`config.mk`:
```
export PLATFORM = sky130hd
export DESIGN_NAME = hvac_relay_interlock_controller
export DESIGN_NICKNAME = d
export VERILOG_FILES = /design/src/hw/rtl/hric_pkg.sv /design/src/hw/rtl/hric_core.sv /design/src/hw/rtl/hric_div.sv /design/src/hw/rtl/hvac_relay_interlock_controller.sv
export SDC_FILE = /design/constraint.sdc
export NUM_CORES = 2
export LEC_CHECK = 0
export ABC_AREA = 0
export BUFFER_PORTS_ARGS = -buffer_cell sky130_fd_sc_hd__buf_2
export CORE_MARGIN = 4
export CORE_UTILIZATION = 58
export CTS_CLUSTER_DIAMETER = 60
export DETAILED_ROUTE_END_ITERATION = 12
export PLACE_DENSITY_LB_ADDON = 0.15
export SLEW_MARGIN = 30
export SYNTH_ARGS = -nofsm -noshare
export SYNTH_HDL_FRONTEND = slang
export SYNTH_SLANG_ARGS = --single-unit
```
`constraint.sdc`:
```
create_clock -name clk_i -period 10.7 [get_ports clk_i]
set_clock_uncertainty 0.2 [all_clocks]
set_input_delay 1.07 -clock clk_i [delete_from_list [all_inputs] [get_ports clk_i]]
set_output_delay 1.07 -clock clk_i [all_outputs]
set_load 0.05 [all_outputs]
```
`src/hw/rtl/hric_pkg.sv`:
```
// Shared types and constants for the HVAC relay interlock controller.
// Used by hric_core, hric_div, the top level and the port checker.
package hric_pkg;

  localparam int unsigned LockW  = 24;
  localparam int unsigned StampW = 32;
  localparam int unsigned SecW   = 15;
  localparam int unsigned CfgIdxW = 4;

  localparam logic [LockW-1:0]  STARTUP_WAIT_MS   = 24'd60000;
  localparam logic [LockW-1:0]  COOL_DELAY_RESET  = 24'd300000;
  localparam logic [LockW-1:0]  HEAT_DELAY_RESET  = 24'd120000;
  localparam logic [StampW-1:0] HEAT_STAMP_RESET  = 32'd1;

  // floor(2^32 / 1000): reciprocal for the ms to seconds conversion
  localparam logic [22:0] MS_RECIP   = 23'd4294967;
  localparam int unsigned RecipShift = 32;
  localparam logic [9:0]  MS_PER_SEC = 10'd1000;

  typedef enum logic [1:0] {
    OP_TICK    = 2'd0,
    OP_ON      = 2'd1,
    OP_OFF     = 2'd2,
    OP_ALL_OFF = 2'd3
  } op_e;

  typedef enum logic [1:0] {
    RLY_HEAT = 2'd0,
    RLY_COOL = 2'd1,
    RLY_FAN  = 2'd2,
    RLY_NONE = 2'd3
  } relay_e;

  typedef enum logic [2:0] {
    ACT_OFF  = 3'd0,
    ACT_WAIT = 3'd1,
    ACT_HEAT = 3'd2,
    ACT_COOL = 3'd3,
    ACT_FAN  = 3'd4
  } action_e;

  typedef enum logic [CfgIdxW-1:0] {
    CFG_COOL_DELAY = 4'd0,
    CFG_HEAT_DELAY = 4'd1
  } cfg_reg_e;

  // State seen after one command word
  typedef struct packed {
    logic              accepted;
    logic              heat_on;
    logic              cool_on;
    logic              fan_on;
    action_e           action;
    logic [LockW-1:0]  lock_ms;
    logic [StampW-1:0] last_on;
  } snap_t;

endpackage

```
`src/hw/rtl/hric_core.sv`:
```
// Relay state, lockout countdown, ms clock and switch-on timestamps.
// Computes the state after each command word; uses hric_pkg.
module hric_core (
  input  logic                         clk_i,
  input  logic                         rst_ni,
  input  logic                         fire_i,
  input  logic [1:0]                   opcode_i,
  input  logic [1:0]                   relay_type_i,
  input  logic                         cfg_we_i,
  input  logic [hric_pkg::CfgIdxW-1:0] cfg_index_i,
  input  logic [hric_pkg::LockW-1:0]   cfg_data_i,
  output hric_pkg::snap_t              snap_o
);

  logic                          heat_q, heat_d;
  logic                          cool_q, cool_d;
  logic                          fan_q, fan_d;
  logic [hric_pkg::LockW-1:0]    lock_q, lock_d;
  logic [hric_pkg::StampW-1:0]   now_q, now_d;
  logic [hric_pkg::StampW-1:0]   stamp_q [3];
  logic [hric_pkg::StampW-1:0]   stamp_d [3];
  logic [hric_pkg::LockW-1:0]    cool_dly_q;
  logic [hric_pkg::LockW-1:0]    heat_dly_q;
  logic                          acc;
  hric_pkg::action_e             act;
  logic [hric_pkg::StampW-1:0]   last_on;

  // Apply one command word to the current state
  always_comb begin
    heat_d     = heat_q;
    cool_d     = cool_q;
    fan_d      = fan_q;
    lock_d     = lock_q;
    now_d      = now_q;
    stamp_d[0] = stamp_q[0];
    stamp_d[1] = stamp_q[1];
    stamp_d[2] = stamp_q[2];
    acc        = 1'b1;
    unique case (hric_pkg::op_e'(opcode_i))
      hric_pkg::OP_TICK: begin
        now_d = now_q + 32'd1;
        if (lock_q != '0) begin
          lock_d = lock_q - 24'd1;
        end
      end
      hric_pkg::OP_ON: begin
        unique case (hric_pkg::relay_e'(relay_type_i))
          hric_pkg::RLY_HEAT: begin
            if (!heat_q) begin
              if (lock_q != '0) begin
                acc = 1'b0;
              end else if (cool_q) begin
                // interlock: only drop cooling and its fan, and start the cooling lockout
                cool_d = 1'b0;
                fan_d  = 1'b0;
                lock_d = cool_dly_q;
                acc    = 1'b0;
              end else begin
                fan_d      = 1'b0;
                heat_d     = 1'b1;
                stamp_d[0] = now_q;
              end
            end
          end
          hric_pkg::RLY_COOL: begin
            if (!cool_q) begin
              if (lock_q != '0) begin
                acc = 1'b0;
              end else if (heat_q) begin
                heat_d = 1'b0;
                lock_d = heat_dly_q;
                acc    = 1'b0;
              end else begin
                cool_d     = 1'b1;
                fan_d      = 1'b1;
                stamp_d[1] = now_q;
                stamp_d[2] = now_q;
              end
            end
          end
          hric_pkg::RLY_FAN: begin
            if (!fan_q) begin
              if (lock_q != '0) begin
                acc = 1'b0;
              end else begin
                fan_d      = 1'b1;
                stamp_d[2] = now_q;
              end
            end
          end
          default: begin
            acc = 1'b0;
          end
        endcase
      end
      hric_pkg::OP_OFF: begin
        unique case (hric_pkg::relay_e'(relay_type_i))
          hric_pkg::RLY_HEAT: begin
            if (heat_q) begin
              heat_d = 1'b0;
              lock_d = heat_dly_q;
            end
          end
          hric_pkg::RLY_COOL: begin
            if (cool_q) begin
              cool_d = 1'b0;
              fan_d  = 1'b0;
              lock_d = cool_dly_q;
            end
          end
          hric_pkg::RLY_FAN: begin
            // fan off while cooling runs takes cooling down with it
            if (fan_q) begin
              fan_d = 1'b0;
              if (cool_q) begin
                cool_d = 1'b0;
                lock_d = cool_dly_q;
              end
            end
          end
          default: begin
          end
        endcase
      end
      hric_pkg::OP_ALL_OFF: begin
        // heat, then cooling; the later lockout wins
        heat_d = 1'b0;
        cool_d = 1'b0;
        fan_d  = 1'b0;
        if (cool_q) begin
          lock_d = cool_dly_q;
        end else if (heat_q) begin
          lock_d = heat_dly_q;
        end
      end
      default: begin
      end
    endcase
  end

  // Summarize the new state
  always_comb begin
    if (lock_d != '0) begin
      act = hric_pkg::ACT_WAIT;
    end else if (heat_d) begin
      act = hric_pkg::ACT_HEAT;
    end else if (cool_d) begin
      act = hric_pkg::ACT_COOL;
    end else if (fan_d) begin
      act = hric_pkg::ACT_FAN;
    end else begin
      act = hric_pkg::ACT_OFF;
    end
  end

  always_comb begin
    unique case (hric_pkg::relay_e'(relay_type_i))
      hric_pkg::RLY_HEAT: last_on = stamp_d[0];
      hric_pkg::RLY_COOL: last_on = stamp_d[1];
      hric_pkg::RLY_FAN:  last_on = stamp_d[2];
      default:            last_on = '0;
    endcase
  end

  assign snap_o = '{accepted: acc, heat_on: heat_d, cool_on: cool_d, fan_on: fan_d,
                    action: act, lock_ms: lock_d, last_on: last_on};

  // Advance state on each command word taken, whether accepted or refused
  always_ff @(posedge clk_i or negedge rst_ni) begin
    if (!rst_ni) begin
      heat_q     <= 1'b0;
      cool_q     <= 1'b0;
      fan_q      <= 1'b0;
      lock_q     <= hric_pkg::STARTUP_WAIT_MS;
      now_q      <= '0;
      stamp_q[0] <= hric_pkg::HEAT_STAMP_RESET;
      stamp_q[1] <= '0;
      stamp_q[2] <= '0;
    end else if (fire_i) begin
      heat_q     <= heat_d;
      cool_q     <= cool_d;
      fan_q      <= fan_d;
      lock_q     <= lock_d;
      now_q      <= now_d;
      stamp_q[0] <= stamp_d[0];
      stamp_q[1] <= stamp_d[1];
      stamp_q[2] <= stamp_d[2];
    end
  end

  // Lockout length registers
  always_ff @(posedge clk_i or negedge rst_ni) begin
    if (!rst_ni) begin
      cool_dly_q <= hric_pkg::COOL_DELAY_RESET;
      heat_dly_q <= hric_pkg::HEAT_DELAY_RESET;
    end else if (cfg_we_i) begin
      unique case (cfg_index_i)
        hric_pkg::CFG_COOL_DELAY: cool_dly_q <= cfg_data_i;
        hric_pkg::CFG_HEAT_DELAY: heat_dly_q <= cfg_data_i;
        default: begin
        end
      endcase
    end
  end

endmodule

```
`src/hw/rtl/hric_div.sv`:
```
// Two-stage result path: reciprocal multiply of the lockout ms, then the
// divide-by-1000 correction into the output register. Uses hric_pkg.
module hric_div (
  input  logic                         clk_i,
  input  logic                         load_b_i,
  input  logic                         load_c_i,
  input  hric_pkg::snap_t              snap_i,
  output hric_pkg::snap_t              res_o,
  output logic [hric_pkg::SecW-1:0]    secs_o
);

  localparam int unsigned ProdW = hric_pkg::LockW + 23;

  logic [ProdW-1:0]              prod;
  logic [hric_pkg::SecW-1:0]     q0_q;
  hric_pkg::snap_t               snap_q;
  hric_pkg::snap_t               res_q;
  logic [hric_pkg::SecW-1:0]     secs_q;
  logic [hric_pkg::LockW+1:0]    back;
  logic [hric_pkg::LockW+1:0]    rem;
  logic [hric_pkg::SecW-1:0]     secs_d;

  // Estimate: never above the true quotient, at most one below
  assign prod = ProdW'(snap_i.lock_ms) * ProdW'(hric_pkg::MS_RECIP);

  always_ff @(posedge clk_i) begin
    if (load_b_i) begin
      snap_q <= snap_i;
      q0_q   <= prod[hric_pkg::RecipShift +: hric_pkg::SecW];
    end
  end

  // Fix up the estimate with one compare
  assign back   = (hric_pkg::LockW+2)'(q0_q) * (hric_pkg::LockW+2)'(hric_pkg::MS_PER_SEC);
  assign rem    = (hric_pkg::LockW+2)'(snap_q.lock_ms) - back;
  assign secs_d = (rem >= (hric_pkg::LockW+2)'(hric_pkg::MS_PER_SEC)) ? q0_q + 15'd1 : q0_q;

  always_ff @(posedge clk_i) begin
    if (load_c_i) begin
      res_q  <= snap_q;
      secs_q <= secs_d;
    end
  end

  assign res_o  = res_q;
  assign secs_o = secs_q;

endmodule

```
`src/hw/rtl/hvac_relay_interlock_controller.sv`:
```
// Top level of the HVAC relay interlock controller: handshakes and the
// two-stage result pipeline. Uses hric_pkg, hric_core and hric_div.
//
// Usage:
//   Command channel: in_valid_i / in_stall_o carry opcode_i (tick, on, off,
//   all off) and relay_type_i. A word is taken when valid is high and stall
//   is low. Every word gives exactly one result word on the result channel
//   out_valid_o / out_stall_i, in order.
//   Config channel: cfg_valid_i / cfg_ready_o with cfg_index_i (0 cooling
//   delay, 1 heat delay) and cfg_data_i; ready is always high. Write only
//   while no command is in flight.
//   A result word passes the middle register and then the output register
//   before it is valid; one word per cycle is sustained while the receiver
//   does not stall. The accepting cycle does the state update and the
//   reciprocal multiply of the lockout ms; the middle stage then corrects
//   the seconds quotient.
//   When the receiver stalls, the result word holds; the middle stage still
//   takes one more word before in_stall_o rises.
//   Reset clears all relays, loads the 60 s startup lockout and the
//   default delays, and empties the pipeline.
module hvac_relay_interlock_controller (
  input  logic                         clk_i,
  input  logic                         rst_ni,
  input  logic                         in_valid_i,
  output logic                         in_stall_o,
  input  logic [1:0]                   opcode_i,
  input  logic [1:0]                   relay_type_i,
  input  logic                         cfg_valid_i,
  output logic                         cfg_ready_o,
  input  logic [hric_pkg::CfgIdxW-1:0] cfg_index_i,
  input  logic [hric_pkg::LockW-1:0]   cfg_data_i,
  output logic                         out_valid_o,
  input  logic                         out_stall_i,
  output logic                         accepted_o,
  output logic                         heat_on_o,
  output logic                         cool_on_o,
  output logic                         fan_on_o,
  output logic [2:0]                   action_o,
  output logic [hric_pkg::SecW-1:0]    wait_seconds_left_o,
  output logic [hric_pkg::StampW-1:0]  last_on_time_o
);

  logic            vb_q, vb_d;
  logic            vc_q, vc_d;
  logic            rdy_b, rdy_c;
  logic            fire;
  hric_pkg::snap_t snap;
  hric_pkg::snap_t res;

  // Ready chain back from the output register
  assign rdy_c      = !vc_q || !out_stall_i;
  assign rdy_b      = !vb_q || rdy_c;
  assign fire       = in_valid_i && rdy_b;
  assign in_stall_o = !rdy_b;
  assign vb_d       = rdy_b ? in_valid_i : vb_q;
  assign vc_d       = rdy_c ? vb_q : vc_q;

  always_ff @(posedge clk_i or negedge rst_ni) begin
    if (!rst_ni) begin
      vb_q <= 1'b0;
      vc_q <= 1'b0;
    end else begin
      vb_q <= vb_d;
      vc_q <= vc_d;
    end
  end

  assign cfg_ready_o = 1'b1;

  hric_core u_core (
    .clk_i        (clk_i),
    .rst_ni       (rst_ni),
    .fire_i       (fire),
    .opcode_i     (opcode_i),
    .relay_type_i (relay_type_i),
    .cfg_we_i     (cfg_valid_i),
    .cfg_index_i  (cfg_index_i),
    .cfg_data_i   (cfg_data_i),
    .snap_o       (snap)
  );

  hric_div u_div (
    .clk_i    (clk_i),
    .load_b_i (fire),
    .load_c_i (rdy_c && vb_q),
    .snap_i   (snap),
    .res_o    (res),
    .secs_o   (wait_seconds_left_o)
  );

  // Drive the result word
  assign out_valid_o    = vc_q;
  assign accepted_o     = res.accepted;
  assign heat_on_o      = res.heat_on;
  assign cool_on_o      = res.cool_on;
  assign fan_on_o       = res.fan_on;
  assign action_o       = res.action;
  assign last_on_time_o = res.last_on;

endmodule

```
==> results.md <==
- I/O Buffers: 92
- Mapped Area: 28810 µm²
- Iter 0 DRT Violations: ~1700
- Worst Setup Path Type: reg2reg
- Nets: 3387
- Worst slew margin relative to its limit: 0.3892
- Ys flop type: dfrtp_1
- Clock root buffer: clkbuf_16
- Commonest non-fill, non-tap cell in the layout: inv_1
- Crit. End Element: flip-flop
- DR vias: 20990
- Drt wl/cell: 20.86 µm
- Post-synth ARST share: 0.6138
- Area of the core: a little under 50000 µm²
- Net count of the mapped netlist: between 3000 and 4000
- CTS Buf Count: 38
- GPL Wtd Cong: about 0.97
- Vias per cell: roughly 6
- CTS tree: built
- H-tree level count: 2
- DR WL met2: 34.89 mm
- Final TNS setup: 0 ns
- Worst path arrival time: 9.93 ns
- Worst-margin pin slew: 0.9162 ns
- Placement Setup Slack: 0.9628 ns
- ANT nets after route: 0
- Synthesis warning total: 0
- Top layer in use: met4
- WL final: ~73 mm
- Clk slew on worst S/H paths: 0.06 ns
- Number of iterations in the first detailed-routing pass: 6
- Worst stage delay on the critical path: 0.54 ns
- Shortest period the worst path allows: 9.808 ns
- Register area share after synthesis: 0.3135
- Hold Fails Final Rpt: 0
- RSZ-0062 raised after global routing: false
- Clk Latency, worst-skew pair: ~0.58 ns
- Final setup vio count: 0
- Global-route wire length before repair: 116.9 mm
- Cell variety after synth: 88
- Area Overhead vs Synth: 8.851%
- Final Cycle Share: 0.9166
- Max Cap Viol: 0
- EDFF count, synth: 129
- Die ar.: 53300 µm²
- Drt drc: 0
- DR WL met3: 4.640 mm
- Largest fanout on the critical path: 11
- Commonest cells after routing, fill and taps aside: inv_1, ha_1, fa_1, mux2_2, dfrtp_1
- Initial core utilization: 0.5873
- # clock sinks: 334
- Crit path max-delay cell type: fa_1
- Die W: 230.9 µm
- Num rows: 81
- Fin. max-slew vios: 0
- Layout cell share with drive strength beyond 1: 0.1677
- CP dominant cell by count: ha_1
- Fmax: 102.0 MHz
- #FFs+latches synth: 334
- Die Y: 230.9 µm
- Gr usage total: 0.2737
- R2R cell count: 32
- Hold-fix buffers, CTS: 0
- Startpoint Class: flip-flop
- Antenna violations before repair: 2
- GRT overflow: 0
- Detailed Place HPWL: 53.55 mm
- Post-synthesis cell count: 2744
- Worst min-delay path class: in2async
- Post_cts resized: 0
- Outcome: finished clean
- Met1 Wirelength: 31.24 mm
- IO Pins: 94
- Filler cell count in the final layout: 3970
- Antenna diodes: 0
- Post-CTS Setup Inserts: 0
- Post-synthesis area per instance: 10.50 µm²
- Vias in the first global route: 21720
- Clock Path Buffers: 3
- Final setup margin: 0.8919 ns
- Req. time, crit path: 10.82 ns
- Largest net degree at the start of global routing: between 100 and 150
[flip-flops by register name, summed over array words and instances (netlist names), 15 cells and up]
| name | cells |
|---|---|
| u_div.res_o | 39 |
| u_core.now_q | 32 |
| u_core.heat_dly_q | 24 |
| u_div.secs_o | 15 |
| u_div.snap_q | 60 |
| u_core.cool_dly_q | 24 |
| u_div.q0_q | 15 |
| u_core.stamp_q | 96 |
| u_core.lock_q | 24 |
[worst max-delay path: cells and delay by family, from the launching register on]
kind	cells	cell delay [ns]
buffers and inverters	5	0.95
adders and majority gates	9	3.31
and+or+nand+nor	8	1.92
DFF	1	0.46
AOI/OAI and AO/OA	10	2.67
[layout make-up]
| type | instances | area, µm² | area share |
|---|---|---|---|
| clock buffer | 50 | 1037 | 0.03308 |
| clock inverter | 20 | 221.5 | 0.007062 |
| inverter | 426 | 1602 | 0.05107 |
| multi-input combinational | 1850 | 17660 | 0.5633 |
| sequential | 334 | 9032 | 0.2880 |
| tap | 664 | 830.8 | 0.02649 |
| timing repair buffer | 153 | 972.2 | 0.03100 |
[cells in the mapped netlist, types with 13 or more instances]
| cell type | instances | share of area |
|---|---|---|
| inv_1 | 423 | 0.055 |
| ha_1 | 344 | 0.15 |
| fa_1 | 203 | 0.14 |
| mux2_2 | 199 | 0.078 |
| dfrtp_1 | 182 | 0.16 |
| nand2_1 | 159 | 0.021 |
| edfxtp_1 | 129 | 0.13 |
| nor2_1 | 110 | 0.014 |
| a21oi_1 | 108 | 0.019 |
| o21ai_0 | 102 | 0.018 |
| clkbuf_1 | 88 | 0.011 |
| xnor2_1 | 61 | 0.019 |
| a22o_1 | 49 | 0.015 |
| a21o_1 | 33 | 0.0086 |
| a222oi_1 | 32 | 0.011 |
| mux2i_1 | 31 | 0.011 |
| nand3_1 | 29 | 0.0050 |
| nor3_1 | 29 | 0.0050 |
| xor2_1 | 29 | 0.0088 |
| nand4_1 | 25 | 0.0054 |
| buf_2 | 23 | 0.0040 |
| dfstp_2 | 23 | 0.021 |
| o211ai_1 | 20 | 0.0052 |
| a221oi_1 | 18 | 0.0055 |
| or3_1 | 18 | 0.0039 |
| buf_1 | 17 | 0.0022 |
| a31oi_1 | 15 | 0.0033 |
| and2_1 | 15 | 0.0033 |
| o21a_1 | 15 | 0.0039 |
| nand2b_1 | 14 | 0.0030 |
| o22ai_1 | 14 | 0.0030 |
| and3_1 | 13 | 0.0028 |
[routing by layer]
| layer | up-vias | global-route usage |
|---|---|---|
| li1 | 9654 | - |
| met1 | 10510 | 0.3739 |
| met2 | 675 | 0.4538 |
| met3 | 152 | 0.04307 |
| met4 | 0 | 0.08326 |
| met5 | - | 0 |
[through the flow]
stage                     instance area, µm²  hold WS (ns)  std cells  utilization
after floorplan                        28810        0.2003       2744            -
after global placement                 30040        0.2018       3425       0.6124
after detailed placement               30070        0.2054       3426       0.6131
after CTS                              31330        0.2112       3496       0.6387
after global routing                   31360        0.1710       3497       0.6393
final                                  31360        0.1682       3497       0.6393
[final timing paths]
kind,end,slack (ns),from
setup reg to reg,u_div.q0_q[13],0.89,u_core.lock_q[1]
min in group clk_i,u_div.res_o[57],0.21,u_div.snap_q[57]
setup / recovery,u_div.q0_q[13],0.89,u_core.lock_q[1]
hold / removal,u_core.cool_dly_q[13],0.17,rst_ni
max in group asynchronous,u_core.stamp_q[22],8.60,rst_ni
hold reg to reg,u_div.res_o[57],0.21,u_div.snap_q[57]
[logic make-up after synthesis]
logic type | synth area share
flops | 0.3135
fa+ha+maj | 0.2905
mux | 0.09285
compound gates | 0.1220
xor+xnor | 0.02736
buf+inv | 0.07513
simple gates | 0.07861
other cells | 0.0001302
Power is not shown: default switching activity piles up to over one toggle a cycle in this logic, so the estimate is an artifact.
